$ cat src/rtl/core/sem_pkg.sv
// ----------------------------------------------------------------------------
// sem_pkg
// Shared widths, reset values and register codes for the Sobel edge block.
// ----------------------------------------------------------------------------
package sem_pkg;

  localparam int unsigned MAX_WIDTH_DEF  = 1024;
  localparam int unsigned MAX_HEIGHT_DEF = 4096;

  localparam int unsigned PIX_W     = 8;
  localparam int unsigned ROW_W     = 12;
  localparam int unsigned COL_W     = 10;
  localparam int unsigned FW_W      = 11;
  localparam int unsigned FH_W      = 13;
  localparam int unsigned CFG_W     = 13;
  localparam int unsigned CFG_IDX_W = 1;

  localparam int unsigned FW_RESET = 640;
  localparam int unsigned FH_RESET = 480;

  typedef enum logic [CFG_IDX_W-1:0] {
    CFG_FRAME_WIDTH  = 1'b0,
    CFG_FRAME_HEIGHT = 1'b1
  } cfg_idx_e;

  typedef logic [PIX_W-1:0] pix_t;
  typedef logic [8:0][PIX_W-1:0] win_t;

endpackage

$ cat src/rtl/core/sem_emit.sv
// ----------------------------------------------------------------------------
// sem_emit
// 3x3 window, Sobel magnitude and result sequencer: expands each item into
// its zero to four results and drives the output register.
// ----------------------------------------------------------------------------
module sem_emit #(
  parameter int unsigned MAX_WIDTH  = sem_pkg::MAX_WIDTH_DEF,
  parameter int unsigned MAX_HEIGHT = sem_pkg::MAX_HEIGHT_DEF
) (
  input  logic                          clk_i,
  input  logic                          rst_ni,
  input  logic                          in_valid_i,
  output logic                          in_ready_o,
  input  sem_pkg::pix_t                 top_i,
  input  sem_pkg::pix_t                 mid_i,
  input  sem_pkg::pix_t                 bot_i,
  input  logic [$clog2(MAX_WIDTH)-1:0]  col_i,
  input  logic [$clog2(MAX_HEIGHT)-1:0] row_i,
  input  logic                          last_col_i,
  input  logic                          last_row_i,
  input  logic [$clog2(MAX_WIDTH)-1:0]  wlast_i,
  input  logic [$clog2(MAX_HEIGHT)-1:0] hlast_i,
  output logic                          out_valid_o,
  input  logic                          out_ready_i,
  output logic [sem_pkg::ROW_W-1:0]     out_row_o,
  output logic [sem_pkg::COL_W-1:0]     out_col_o,
  output sem_pkg::pix_t                 magnitude_o,
  output logic                          last_of_run_o,
  output logic                          frame_done_o
);
  import sem_pkg::*;

  localparam int unsigned CW = $clog2(MAX_WIDTH);
  localparam int unsigned RW = $clog2(MAX_HEIGHT);

  function automatic pix_t sobel_mag(input win_t w);
    logic [9:0]  xp;
    logic [9:0]  xn;
    logic [9:0]  yp;
    logic [9:0]  yn;
    logic [9:0]  ax;
    logic [9:0]  ay;
    logic [10:0] s;
    xp = 10'(w[2]) + 10'({w[5], 1'b0}) + 10'(w[8]);
    xn = 10'(w[0]) + 10'({w[3], 1'b0}) + 10'(w[6]);
    yp = 10'(w[0]) + 10'({w[1], 1'b0}) + 10'(w[2]);
    yn = 10'(w[6]) + 10'({w[7], 1'b0}) + 10'(w[8]);
    ax = (xp >= xn) ? (xp - xn) : (xn - xp);
    ay = (yp >= yn) ? (yp - yn) : (yn - yp);
    s  = {1'b0, ax} + {1'b0, ay};
    return (s > 11'd255) ? 8'hFF : s[7:0];
  endfunction

  logic          s2_valid_q;
  win_t          win_q;
  logic [CW-1:0] s2_col_q;
  logic [RW-1:0] s2_row_q;
  logic          s2_lc_q;
  logic          s2_lr_q;
  logic [1:0]    idx_q;

  logic             out_valid_q;
  logic [ROW_W-1:0] out_row_q;
  logic [COL_W-1:0] out_col_q;
  pix_t             mag_q;
  logic             last_q;
  logic             done_q;

  logic          rnz;
  logic          cnz;
  logic          two_rows;
  logic          two_cols;
  logic          has_any;
  logic          sel_i;
  logic          sel_j;
  logic          row_first;
  logic          col_first;
  logic [RW-1:0] rr;
  logic [CW-1:0] cc;
  logic [1:0]    last_idx;
  logic          s2_last;
  logic          interior;
  pix_t          mag;
  logic          emit_ok;
  logic          s2_emit;
  logic          s2_done;
  logic          take;

  always_comb begin
    rnz       = (s2_row_q != '0);
    cnz       = (s2_col_q != '0);
    two_rows  = rnz & s2_lr_q;
    two_cols  = cnz & s2_lc_q;
    has_any   = (rnz | s2_lr_q) & (cnz | s2_lc_q);
    sel_i     = two_rows ? idx_q[0] : 1'b0;
    sel_j     = two_rows ? idx_q[1] : idx_q[0];
    row_first = rnz & ~sel_i;
    col_first = cnz & ~sel_j;
    rr        = row_first ? (s2_row_q - RW'(1)) : s2_row_q;
    cc        = col_first ? (s2_col_q - CW'(1)) : s2_col_q;
    last_idx  = {two_rows & two_cols, two_rows | two_cols};
    s2_last   = (idx_q == last_idx);
    interior  = row_first & col_first & (s2_row_q >= RW'(2)) & (s2_col_q >= CW'(2));
    mag       = interior ? sobel_mag(win_q) : '0;
    emit_ok   = ~out_valid_q | out_ready_i;
    s2_emit   = s2_valid_q & has_any & emit_ok;
    s2_done   = s2_valid_q & (~has_any | (emit_ok & s2_last));
  end

  assign in_ready_o = ~s2_valid_q | s2_done;
  assign take       = in_valid_i & in_ready_o;

  always_ff @(posedge clk_i or negedge rst_ni) begin
    if (!rst_ni) begin
      s2_valid_q  <= 1'b0;
      idx_q       <= '0;
      out_valid_q <= 1'b0;
    end else begin
      if (take) begin
        s2_valid_q <= 1'b1;
      end else if (s2_done) begin
        s2_valid_q <= 1'b0;
      end
      if (s2_done) begin
        idx_q <= '0;
      end else if (s2_emit) begin
        idx_q <= idx_q + 2'd1;
      end
      if (s2_emit) begin
        out_valid_q <= 1'b1;
      end else if (out_ready_i) begin
        out_valid_q <= 1'b0;
      end
    end
  end

  always_ff @(posedge clk_i) begin
    if (take) begin
      for (int i = 0; i < 3; i++) begin
        win_q[i*3+0] <= win_q[i*3+1];
        win_q[i*3+1] <= win_q[i*3+2];
      end
      win_q[2] <= top_i;
      win_q[5] <= mid_i;
      win_q[8] <= bot_i;
      s2_col_q <= col_i;
      s2_row_q <= row_i;
      s2_lc_q  <= last_col_i;
      s2_lr_q  <= last_row_i;
    end
    if (s2_emit) begin
      out_row_q <= ROW_W'(rr);
      out_col_q <= COL_W'(cc);
      mag_q     <= mag;
      last_q    <= s2_last;
      done_q    <= (rr == hlast_i) & (cc == wlast_i);
    end
  end

  assign out_valid_o   = out_valid_q;
  assign out_row_o     = out_row_q;
  assign out_col_o     = out_col_q;
  assign magnitude_o   = mag_q;
  assign last_of_run_o = last_q;
  assign frame_done_o  = done_q;

endmodule
$ cat config.mk
export PLATFORM = sky130hd
export DESIGN_NAME = sem_emit
export DESIGN_NICKNAME = d
export VERILOG_FILES = /design/src/rtl/core/sem_pkg.sv /design/src/rtl/core/sem_emit.sv
export SDC_FILE = /design/constraint.sdc
export NUM_CORES = 1
export LEC_CHECK = 0
export ABC_AREA = 1
export BUFFER_PORTS_ARGS = -buffer_cell sky130_fd_sc_hd__buf_4
export CORE_ASPECT_RATIO = 1.5
export CORE_MARGIN = 2
export CORE_UTILIZATION = 55
export DETAILED_ROUTE_END_ITERATION = 7
export GPL_ROUTABILITY_DRIVEN = 0
export GPL_TIMING_DRIVEN = 0
export PLACE_DENSITY = 0.75
export SYNTH_ARGS = -nofsm -noshare
export SYNTH_HDL_FRONTEND = slang
export SYNTH_SLANG_ARGS = --single-unit
$ cat constraint.sdc
create_clock -name clk_i -period 17.55 [get_ports clk_i]
set_input_delay 5.265 -clock clk_i [delete_from_list [all_inputs] [get_ports clk_i]]
set_output_delay 5.265 -clock clk_i [all_outputs]
set_load 0.01 [all_outputs]
==> results of run 1 <==
-- cell type report --
| cell class | instances | area, sq um |
|---|---|---|
| plain buffers | 12 | 78.8 |
| clock buffers | 17 | 425 |
| clock inverters | 15 | 118 |
| fillers | 1374 | 5900 |
| inverters | 228 | 856 |
| multi-input cells | 698 | 4920 |
| flip-flops and latches | 132 | 3940 |
| well taps | 213 | 267 |
| repair buffers | 114 | 912 |
-- cell usage in the layout (no fill, tap or decap), types with 4 or more instances in the layout --
master,netlist,routed
nand3_1,45,45
nor2_2,4,4
clkbuf_1,4,4
dfrtp_1,4,4
inv_6,0,6
a21o_1,6,6
inv_1,226,226
nor3_1,9,8
o21ai_1,8,8
nand2_1,192,192
o21bai_1,11,11
nand2_2,4,4
nor2_1,72,72
nand4_1,9,9
nand3b_1,6,6
buf_6,1,4
a221oi_1,4,4
clkbuf_16,0,17
buf_4,1,109
a21oi_1,69,68
edfxtp_1,128,128
xor2_1,58,58
nand3_2,6,6
o211ai_1,4,4
fa_1,37,37
xnor2_1,15,15
o21ai_0,27,27
ha_1,88,88
-- worst min-delay path by stage --
stage | end | slack (ns) | depth (start not counted)
3_3_place_gp | win_q[29] | 0.40 | 0
6_report | win_q[29] | 0.42 | 0
3_5_place_dp | win_q[26] | 0.41 | 0
2_1_floorplan | win_q[24] | 0.40 | 0
4_1_cts | win_q[29] | 0.42 | 0
5_1_grt | win_q[31] | 0.42 | 0
-- worst max-delay path, cell delays in order --
cell and delay [ns]:
buf_4 0.11, nor2_1 0.17, inv_1 0.09, nand4_1 0.09
nand2_1 0.05, inv_1 0.12, nand2_1 0.08, buf_4 0.15
-- flip-flops by register name (all words and copies together) (netlist names) --
register / flops
win_q: 72
out_row_o: 12
s2_row_q: 12
out_col_o: 10
s2_col_q: 10
magnitude_o: 8
idx_q: 2
frame_done_o: 1
last_of_run_o: 1
out_valid_o: 1
s2_lc_q: 1
s2_lr_q: 1
s2_valid_q: 1
-- metrics by stage --
stage	worst slack [ns]	utilization	instance area [sq um]	hold WS, ns	cells
global route	6.05	0.661	11500	0.423	1429
floorplan	6.56	-	9790	0.400	1070
global placement	4.74	0.623	10900	0.401	1390
CTS	6.17	0.661	11500	0.421	1429
finish	6.16	0.661	11500	0.418	1429
detailed placement	6.17	0.630	11000	0.408	1397
-- logic make-up (layout without fill, tap and decap cells) --
logic type,Yosys count,count (layout),synth area share
adder cells (fa/ha/maj),125,125,0.188
AND/OR/NAND/NOR,357,357,0.161
buffers and inverters,240,386,0.0955
flip-flops,132,132,0.403
AO/OA/AOI/OAI,142,142,0.0843
XOR/XNOR,74,74,0.0676
-- routing by layer --
| metal | track usage | up-vias | wire (um) |
|---|---|---|---|
| met4 | 0.127 | 0 | 1050 |
| met3 | 0.0485 | 55 | 968 |
| met2 | 0.457 | 212 | 11700 |
| met5 | 0 | - | 0 |
| met1 | 0.239 | 3406 | 7620 |
| li1 | - | 3736 | - |
==> run metrics, run 1 <==
IO buf count 107; area growth from synthesis to layout 17.8%; largest net degree at the start of global routing 31; Iteration-0 DRC Markers 475; r2r startpoint win_q[49]; RSZ-0062 raised after global routing false; WP data arrival 6.12 ns; CTS root buf clkbuf_16; final critical-path share of the clock period 0.649; DRT Pass-1 Iters 7; r2r setup slk 10.89 ns; Reg2Reg Depth 28; hold crit path type reg -> reg; Slew @ Worst Pin 0.936 ns; clock skew 0.00980 ns; count leader, synth inv_1; Clock transition at path regs 0.06 ns; Die X-Extent 113 um; Die Y 167 um; status finished with violations; Cells after Synth 1070; Rows 59; vias in the first global route 7680; Die ar. 18900 sq um; fin nets 1402; crit-path max FO 3; starting density of the core 0.562; startpoint types input pin; final routed wire length divided by cell count 14.9 um; final hold violation count 0; DR vias 7409; Post-CTS Setup Inserts 0; register area share after synthesis 0.403; Syn Area/Cell 9.15 sq um; top cell type's share of synthesized area 0.393; first-pass GRT wire length 35.2 mm; hold_buf cts 0; Routed Antenna Nets 0; Synth cell types 49; total negative slack 0 ns; type of destination of the critical path output pin; leading area contributor after synthesis edfxtp_1; Synth Warn # 0; failing checks design-rule violations; mapped cell area 9790 sq um; maximum clock insertion buffer count 2; grt total ovfl 0; WP data required 12.28 ns; All-Layer GR Usage 0.239; Period minus WS final 11.39 ns; worst skew pair latency 0.42 ns; Hold Startpoint win_q[37]; Post-synth EDFFs 128; antenna cell count 0; Final Setup Violations 0; # H-tree levels 4; RR Endpoint magnitude_o[7]; CP endpoint in_ready_o; most frequent cells after synthesis 226 x inv_1, 192 x nand2_1, 128 x edfxtp_1; relative slew slack 0.375; drt drc 3; hpwl dp 17.4 mm; CTS buffer count 17; TritonCTS clock tree yes; CTS sink cnt 132; Resize count post-CTS 0; FMAX 87.8 MHz; antenna violations before repair 0; number of synthesized register bits 132; Most used DFF post-synth edfxtp_1; share of layout cells above drive strength 1 0.147; CP Launch Point out_ready_i; final wirelength 21.4 mm; max-slew violations 0; top cells by area, synth edfxtp_1 39%, ha_1 11%, inv_1 8.7%; Core ar. 17400 sq um; Ports 108; ys async rst share 0.0303; vias per std cell 5.18; crit path kind in -> out; max-cap violations 0; Synth Net Count 1269
Power of run 1 is left out: the tool's default activity adds up to more than one toggle a clock period on the data nets, which glitch-free logic cannot reach.
==> inputs of run 2 (changes only) <==
--- a/config.mk
+++ b/config.mk
@@ -9,11 +9,11 @@
 export BUFFER_PORTS_ARGS = -buffer_cell sky130_fd_sc_hd__buf_4
 export CORE_ASPECT_RATIO = 1.5
 export CORE_MARGIN = 2
-export CORE_UTILIZATION = 55
+export CORE_UTILIZATION = 54
 export DETAILED_ROUTE_END_ITERATION = 7
 export GPL_ROUTABILITY_DRIVEN = 0
 export GPL_TIMING_DRIVEN = 0
-export PLACE_DENSITY = 0.75
+export PLACE_DENSITY = 0.76
 export SYNTH_ARGS = -nofsm -noshare
 export SYNTH_HDL_FRONTEND = slang
 export SYNTH_SLANG_ARGS = --single-unit
==> constraint.sdc (replaced) <==
create_clock -name clk_i -period 9.4 [get_ports clk_i]
set_input_delay 2.82 -clock clk_i [delete_from_list [all_inputs] [get_ports clk_i]]
set_output_delay 2.82 -clock clk_i [all_outputs]
set_load 0.01 [all_outputs]
==> run metrics, run 2 (synthesized netlist as in run 1, its figures left out) <==
FMAX 150 MHz; CP peak stage delay 0.71 ns (was 0.17 ns); RSZ-0062 raised after global routing false (unchanged); Period minus WS final 6.65 ns; crit-path max FO 10 (was 3); Rows 60 (was 59); # H-tree levels 4 (unchanged); commonest non-fill, non-tap cells in the layout 226 x inv_1, 192 x nand2_1, 128 x edfxtp_1 (unchanged); vias per std cell 5.24 (was 5.18); starting density of the core 0.548 (was 0.562); antenna cell count 0 (unchanged); WP buf/inv 6 (was 4); multi-input logic area 4920 sq um (unchanged); Post-CTS Setup Inserts 0 (unchanged); Top reg by flops win_q (unchanged); largest net degree at the start of global routing 33 (was 31); Die X-Extent 114 um (was 113 um); antenna violations before repair 0 (unchanged); share of layout cells above drive strength 1 0.147 (about the same); Hold Path Depth 0 (unchanged); maximum clock insertion buffer count 2 (unchanged); Die ar. 19200 sq um (was 18900 sq um); WP data required 9.53 ns (was 12.28 ns); Slew @ Worst Pin 0.861 ns (was 0.936 ns); crit path kind reg -> reg (was in -> out); Ports 108 (unchanged); dpl cell area 11000 sq um (about the same); final critical-path share of the clock period 0.708; slowest CP cell nor3_1 (was nor2_1); CTS sink cnt 132 (unchanged); dpl ws 2.81 ns (was 6.17 ns); Routed Antenna Nets 0 (unchanged); hpwl dp 17.1 mm (was 17.4 mm); IO buf count 107 (unchanged); Top Family by Delay on Critical Path compound AO/OA/AOI/OAI gates (was buffers and inverters); hold crit path type reg -> reg (unchanged); total negative slack 0 ns (unchanged); Finished Cell Area 11500 sq um (about the same); Core ar. 17900 sq um (was 17400 sq um); CTS root buf clkbuf_16 (unchanged); TritonCTS clock tree yes (unchanged); max-cap violations 0 (unchanged); All-Layer GR Usage 0.240 (was 0.239); Resize count post-CTS 0 (unchanged); final hold violation count 0 (unchanged); status complete, no violations (was finished with violations); Iteration-0 DRC Markers 450 (was 475); Die Y 169 um (was 167 um); area growth from synthesis to layout 18.0% (was 17.8%); DRT Pass-1 Iters 5 (was 7); Reg2Reg Depth 28 (unchanged); FILL cells 1447 (was 1374); hold_buf cts 0 (unchanged); vias in the first global route 7758 (was 7680); startpoint types register (was input pin); WP data arrival 6.79 ns (was 6.12 ns); Final WS setup 2.75 ns (was 6.16 ns); hold_ws 0.412 ns (was 0.418 ns); CTS buffer count 17 (unchanged); Largest register FFs 72 (unchanged); Final Setup Violations 0 (unchanged); grt total ovfl 0 (unchanged); final wirelength 21.6 mm (was 21.4 mm); register area 3940 sq um (unchanged); final routed wire length divided by cell count 15.1 um (was 14.9 um); clock skew 0.0114 ns (was 0.00980 ns); Clock transition at path regs 0.07 ns (was 0.06 ns); relative slew slack 0.422 (was 0.375); worst skew pair latency 0.43 ns (was 0.42 ns); max-slew violations 0 (unchanged); first-pass GRT wire length 36.0 mm (was 35.2 mm); CP dominant cell by count inv_1; DR vias 7493 (was 7409); CP Depth 28 (was 8); drt drc 0 (was 3); type of destination of the critical path register (was output pin); fin nets 1401 (was 1402); commonest non-fill, non-tap cell in the layout inv_1 (unchanged)
## run 2: cell type report
class / instances / share of cell area
Multi-Input combinational cell: 698 / 0.426
Sequential cell: 132 / 0.342
Timing Repair Buffer: 113 / 0.0783
Inverter: 228 / 0.0741
Clock buffer: 17 / 0.0368
Tap cell: 217 / 0.0235
Clock inverter: 14 / 0.0124
Buffer: 12 / 0.00683
## run 2: per-layer routing
| metal | up-vias | share of wire | GRT usage |
|---|---|---|---|
| li1 | 3728 | - | - |
| met1 | 3518 | 0.38 | 0.261 |
| met2 | 194 | 0.54 | 0.446 |
| met3 | 53 | 0.041 | 0.0473 |
| met4 | 0 | 0.039 | 0.108 |
| met5 | - | 0 | 0 |
## run 2: worst paths after layout
| path | start | slack [ns] | to |
|---|---|---|---|
| max | win_q[49] | 2.75 | magnitude_o[5] |
| min | win_q[33] | 0.41 | win_q[25] |
| max reg2reg | win_q[49] | 2.75 | magnitude_o[5] |
| min reg2reg | win_q[33] | 0.41 | win_q[25] |
| max in group asynchronous | rst_ni | 7.12 | idx_q[0] |
| min in group asynchronous | rst_ni | 2.18 | out_valid_o |
## run 2: per-stage QoR
step / cells / util
2_1_floorplan: 1070 / -
3_3_place_gp: 1394 / 0.608
3_5_place_dp: 1400 / 0.614
4_1_cts: 1431 / 0.646
5_1_grt: 1431 / 0.646
6_report: 1431 / 0.646
Power of run 2 is left out for the same reason.
==> inputs of run 3 (changes only) <==
==> constraint.sdc (replaced) <==
create_clock -name clk_i -period 6 [get_ports clk_i]
set_input_delay 1.8 -clock clk_i [delete_from_list [all_inputs] [get_ports clk_i]]
set_output_delay 1.8 -clock clk_i [all_outputs]
set_load 0.01 [all_outputs]
==> run metrics, run 3 (synthesized netlist as in run 1, its figures left out) <==
CTS buffer count 17 (unchanged); Slew @ Worst Pin 0.971 ns (was 0.861 ns); crit path kind reg -> reg (unchanged); max-slew violations 0 (unchanged); Routed Antenna Nets 0 (unchanged); vias in the first global route 7927 (was 7758); Top Family by Delay on Critical Path adder cells (was compound AO/OA/AOI/OAI gates); CP peak stage delay 0.43 ns (was 0.71 ns); CTS root buf clkbuf_16 (unchanged); # H-tree levels 4 (unchanged); Top reg by flops win_q (unchanged); CP dominant cell by count inv_1 (unchanged); Die X-Extent 114 um (unchanged); hold crit path type reg -> reg (unchanged); antenna cell count 0 (unchanged); final hold violation count 0 (unchanged); slowest CP cell fa_1 (was nor3_1); CTS sink cnt 132 (unchanged); maximum clock insertion buffer count 2 (unchanged); area growth from synthesis to layout 21.3% (was 18.0%); dpl ws -0.537 ns (was 2.81 ns); antenna violations before repair 0 (unchanged); worst skew pair latency 0.43 ns (about the same); vias per std cell 5.32 (was 5.24); Cells after DPL 1400 (unchanged); final routed wire length divided by cell count 15.4 um (was 15.1 um); commonest non-fill, non-tap cells in the layout 223 x inv_1, 192 x nand2_1, 128 x edfxtp_1 (was 226 x inv_1, 192 x nand2_1, 128 x edfxtp_1); grt total ovfl 0 (unchanged); Ports 108 (unchanged); DRT Pass-1 Iters 5 (unchanged); TritonCTS clock tree yes (unchanged); All-Layer GR Usage 0.243 (was 0.240); share of layout cells above drive strength 1 0.192 (was 0.147); fin nets 1415 (was 1401); startpoint types register (unchanged); relative slew slack 0.349 (was 0.422); drt drc 0 (unchanged); hold_buf cts 0 (unchanged); hold_ws 0.418 ns (was 0.412 ns); clock skew 0.00912 ns (was 0.0114 ns); largest net degree at the start of global routing 33 (unchanged); Clock transition at path regs 0.06 ns (was 0.07 ns); final non-filler cell total 1446 (was 1431); hpwl dp 17.2 mm (was 17.1 mm); Final Setup Violations 0 (unchanged); crit-path max FO 8 (was 10); Largest register FFs 72 (unchanged); IO buf count 107 (unchanged); Die Y 169 um (unchanged); final wirelength 22.3 mm (was 21.6 mm); Final WS setup 0.296 ns (was 2.75 ns); FMAX 175 MHz (was 150 MHz); Core ar. 17900 sq um (unchanged); Die ar. 19200 sq um (unchanged); DR vias 7691 (was 7493); Period minus WS final 5.70 ns (was 6.65 ns); WP data arrival 5.84 ns (was 6.79 ns); WP buf/inv 8 (was 6); WP data required 6.14 ns (was 9.53 ns); r2r setup slk 0.30 ns (was 2.75 ns); commonest non-fill, non-tap cell in the layout inv_1 (unchanged); max-cap violations 0 (unchanged); status complete, no violations (unchanged); Iteration-0 DRC Markers 469 (was 450); final critical-path share of the clock period 0.951 (was 0.708); first-pass GRT wire length 36.3 mm (was 36.0 mm); type of destination of the critical path register (unchanged); starting density of the core 0.548 (unchanged); Rows 60 (unchanged); fin util 0.665 (was 0.646)
run 3: final timing paths:
path / start / to / cells past startpoint
setup / recovery: win_q[65] / magnitude_o[0] / 29
max in group asynchronous: rst_ni / idx_q[0] / 1
min in group asynchronous: rst_ni / out_valid_o / 1
hold / removal: win_q[35] / win_q[27] / 0
hold reg to reg: win_q[35] / win_q[27] / 0
setup reg to reg: win_q[65] / magnitude_o[0] / 29
run 3: final cells by class:
type / instances / area, sq um
multi-input combinational: 698 / 5120
inverter: 228 / 856
clock inverter: 15 / 161
buffer: 10 / 77.6
tap: 217 / 272
fill: 1374 / 5990
timing repair buffer: 129 / 1020
sequential: 132 / 3940
clock buffer: 17 / 425
run 3: what timing repair did:
action / CTS / global route
cloned: 0 / 1
pin swaps: 1 / 21
setup buffers: 2 / 13
setup endpoints to repair: 8 / 8
gates resized for setup: 5 / 50
run 3: worst reg2reg max path, delay by kind of cell (launching register included):
kind,cells,cell delay (ns)
fa+ha+maj,5,1.61
compound gates,9,1.60
buf+inv,8,0.94
simple gates,5,0.47
xor+xnor,2,0.43
flops,1,0.39
run 3: metal layers:
layer  GRT usage  part of all wire  up-vias
met4       0.135             0.053        0
met2       0.444              0.53      262
li1            -                 -     3761
met3      0.0462             0.048       81
met5           0                 0        -
met1       0.259              0.37     3587
run 3: through the flow:
stage | setup TNS, ns | instance area [sq um]
global placement | -51.52 | 10900
detailed placement | -3.88 | 11000
finish | 0 | 11900
CTS | 0 | 11600
global route | -0.568 | 11900
floorplan | 0 | 9790
Power of run 3 is left out for the same reason.
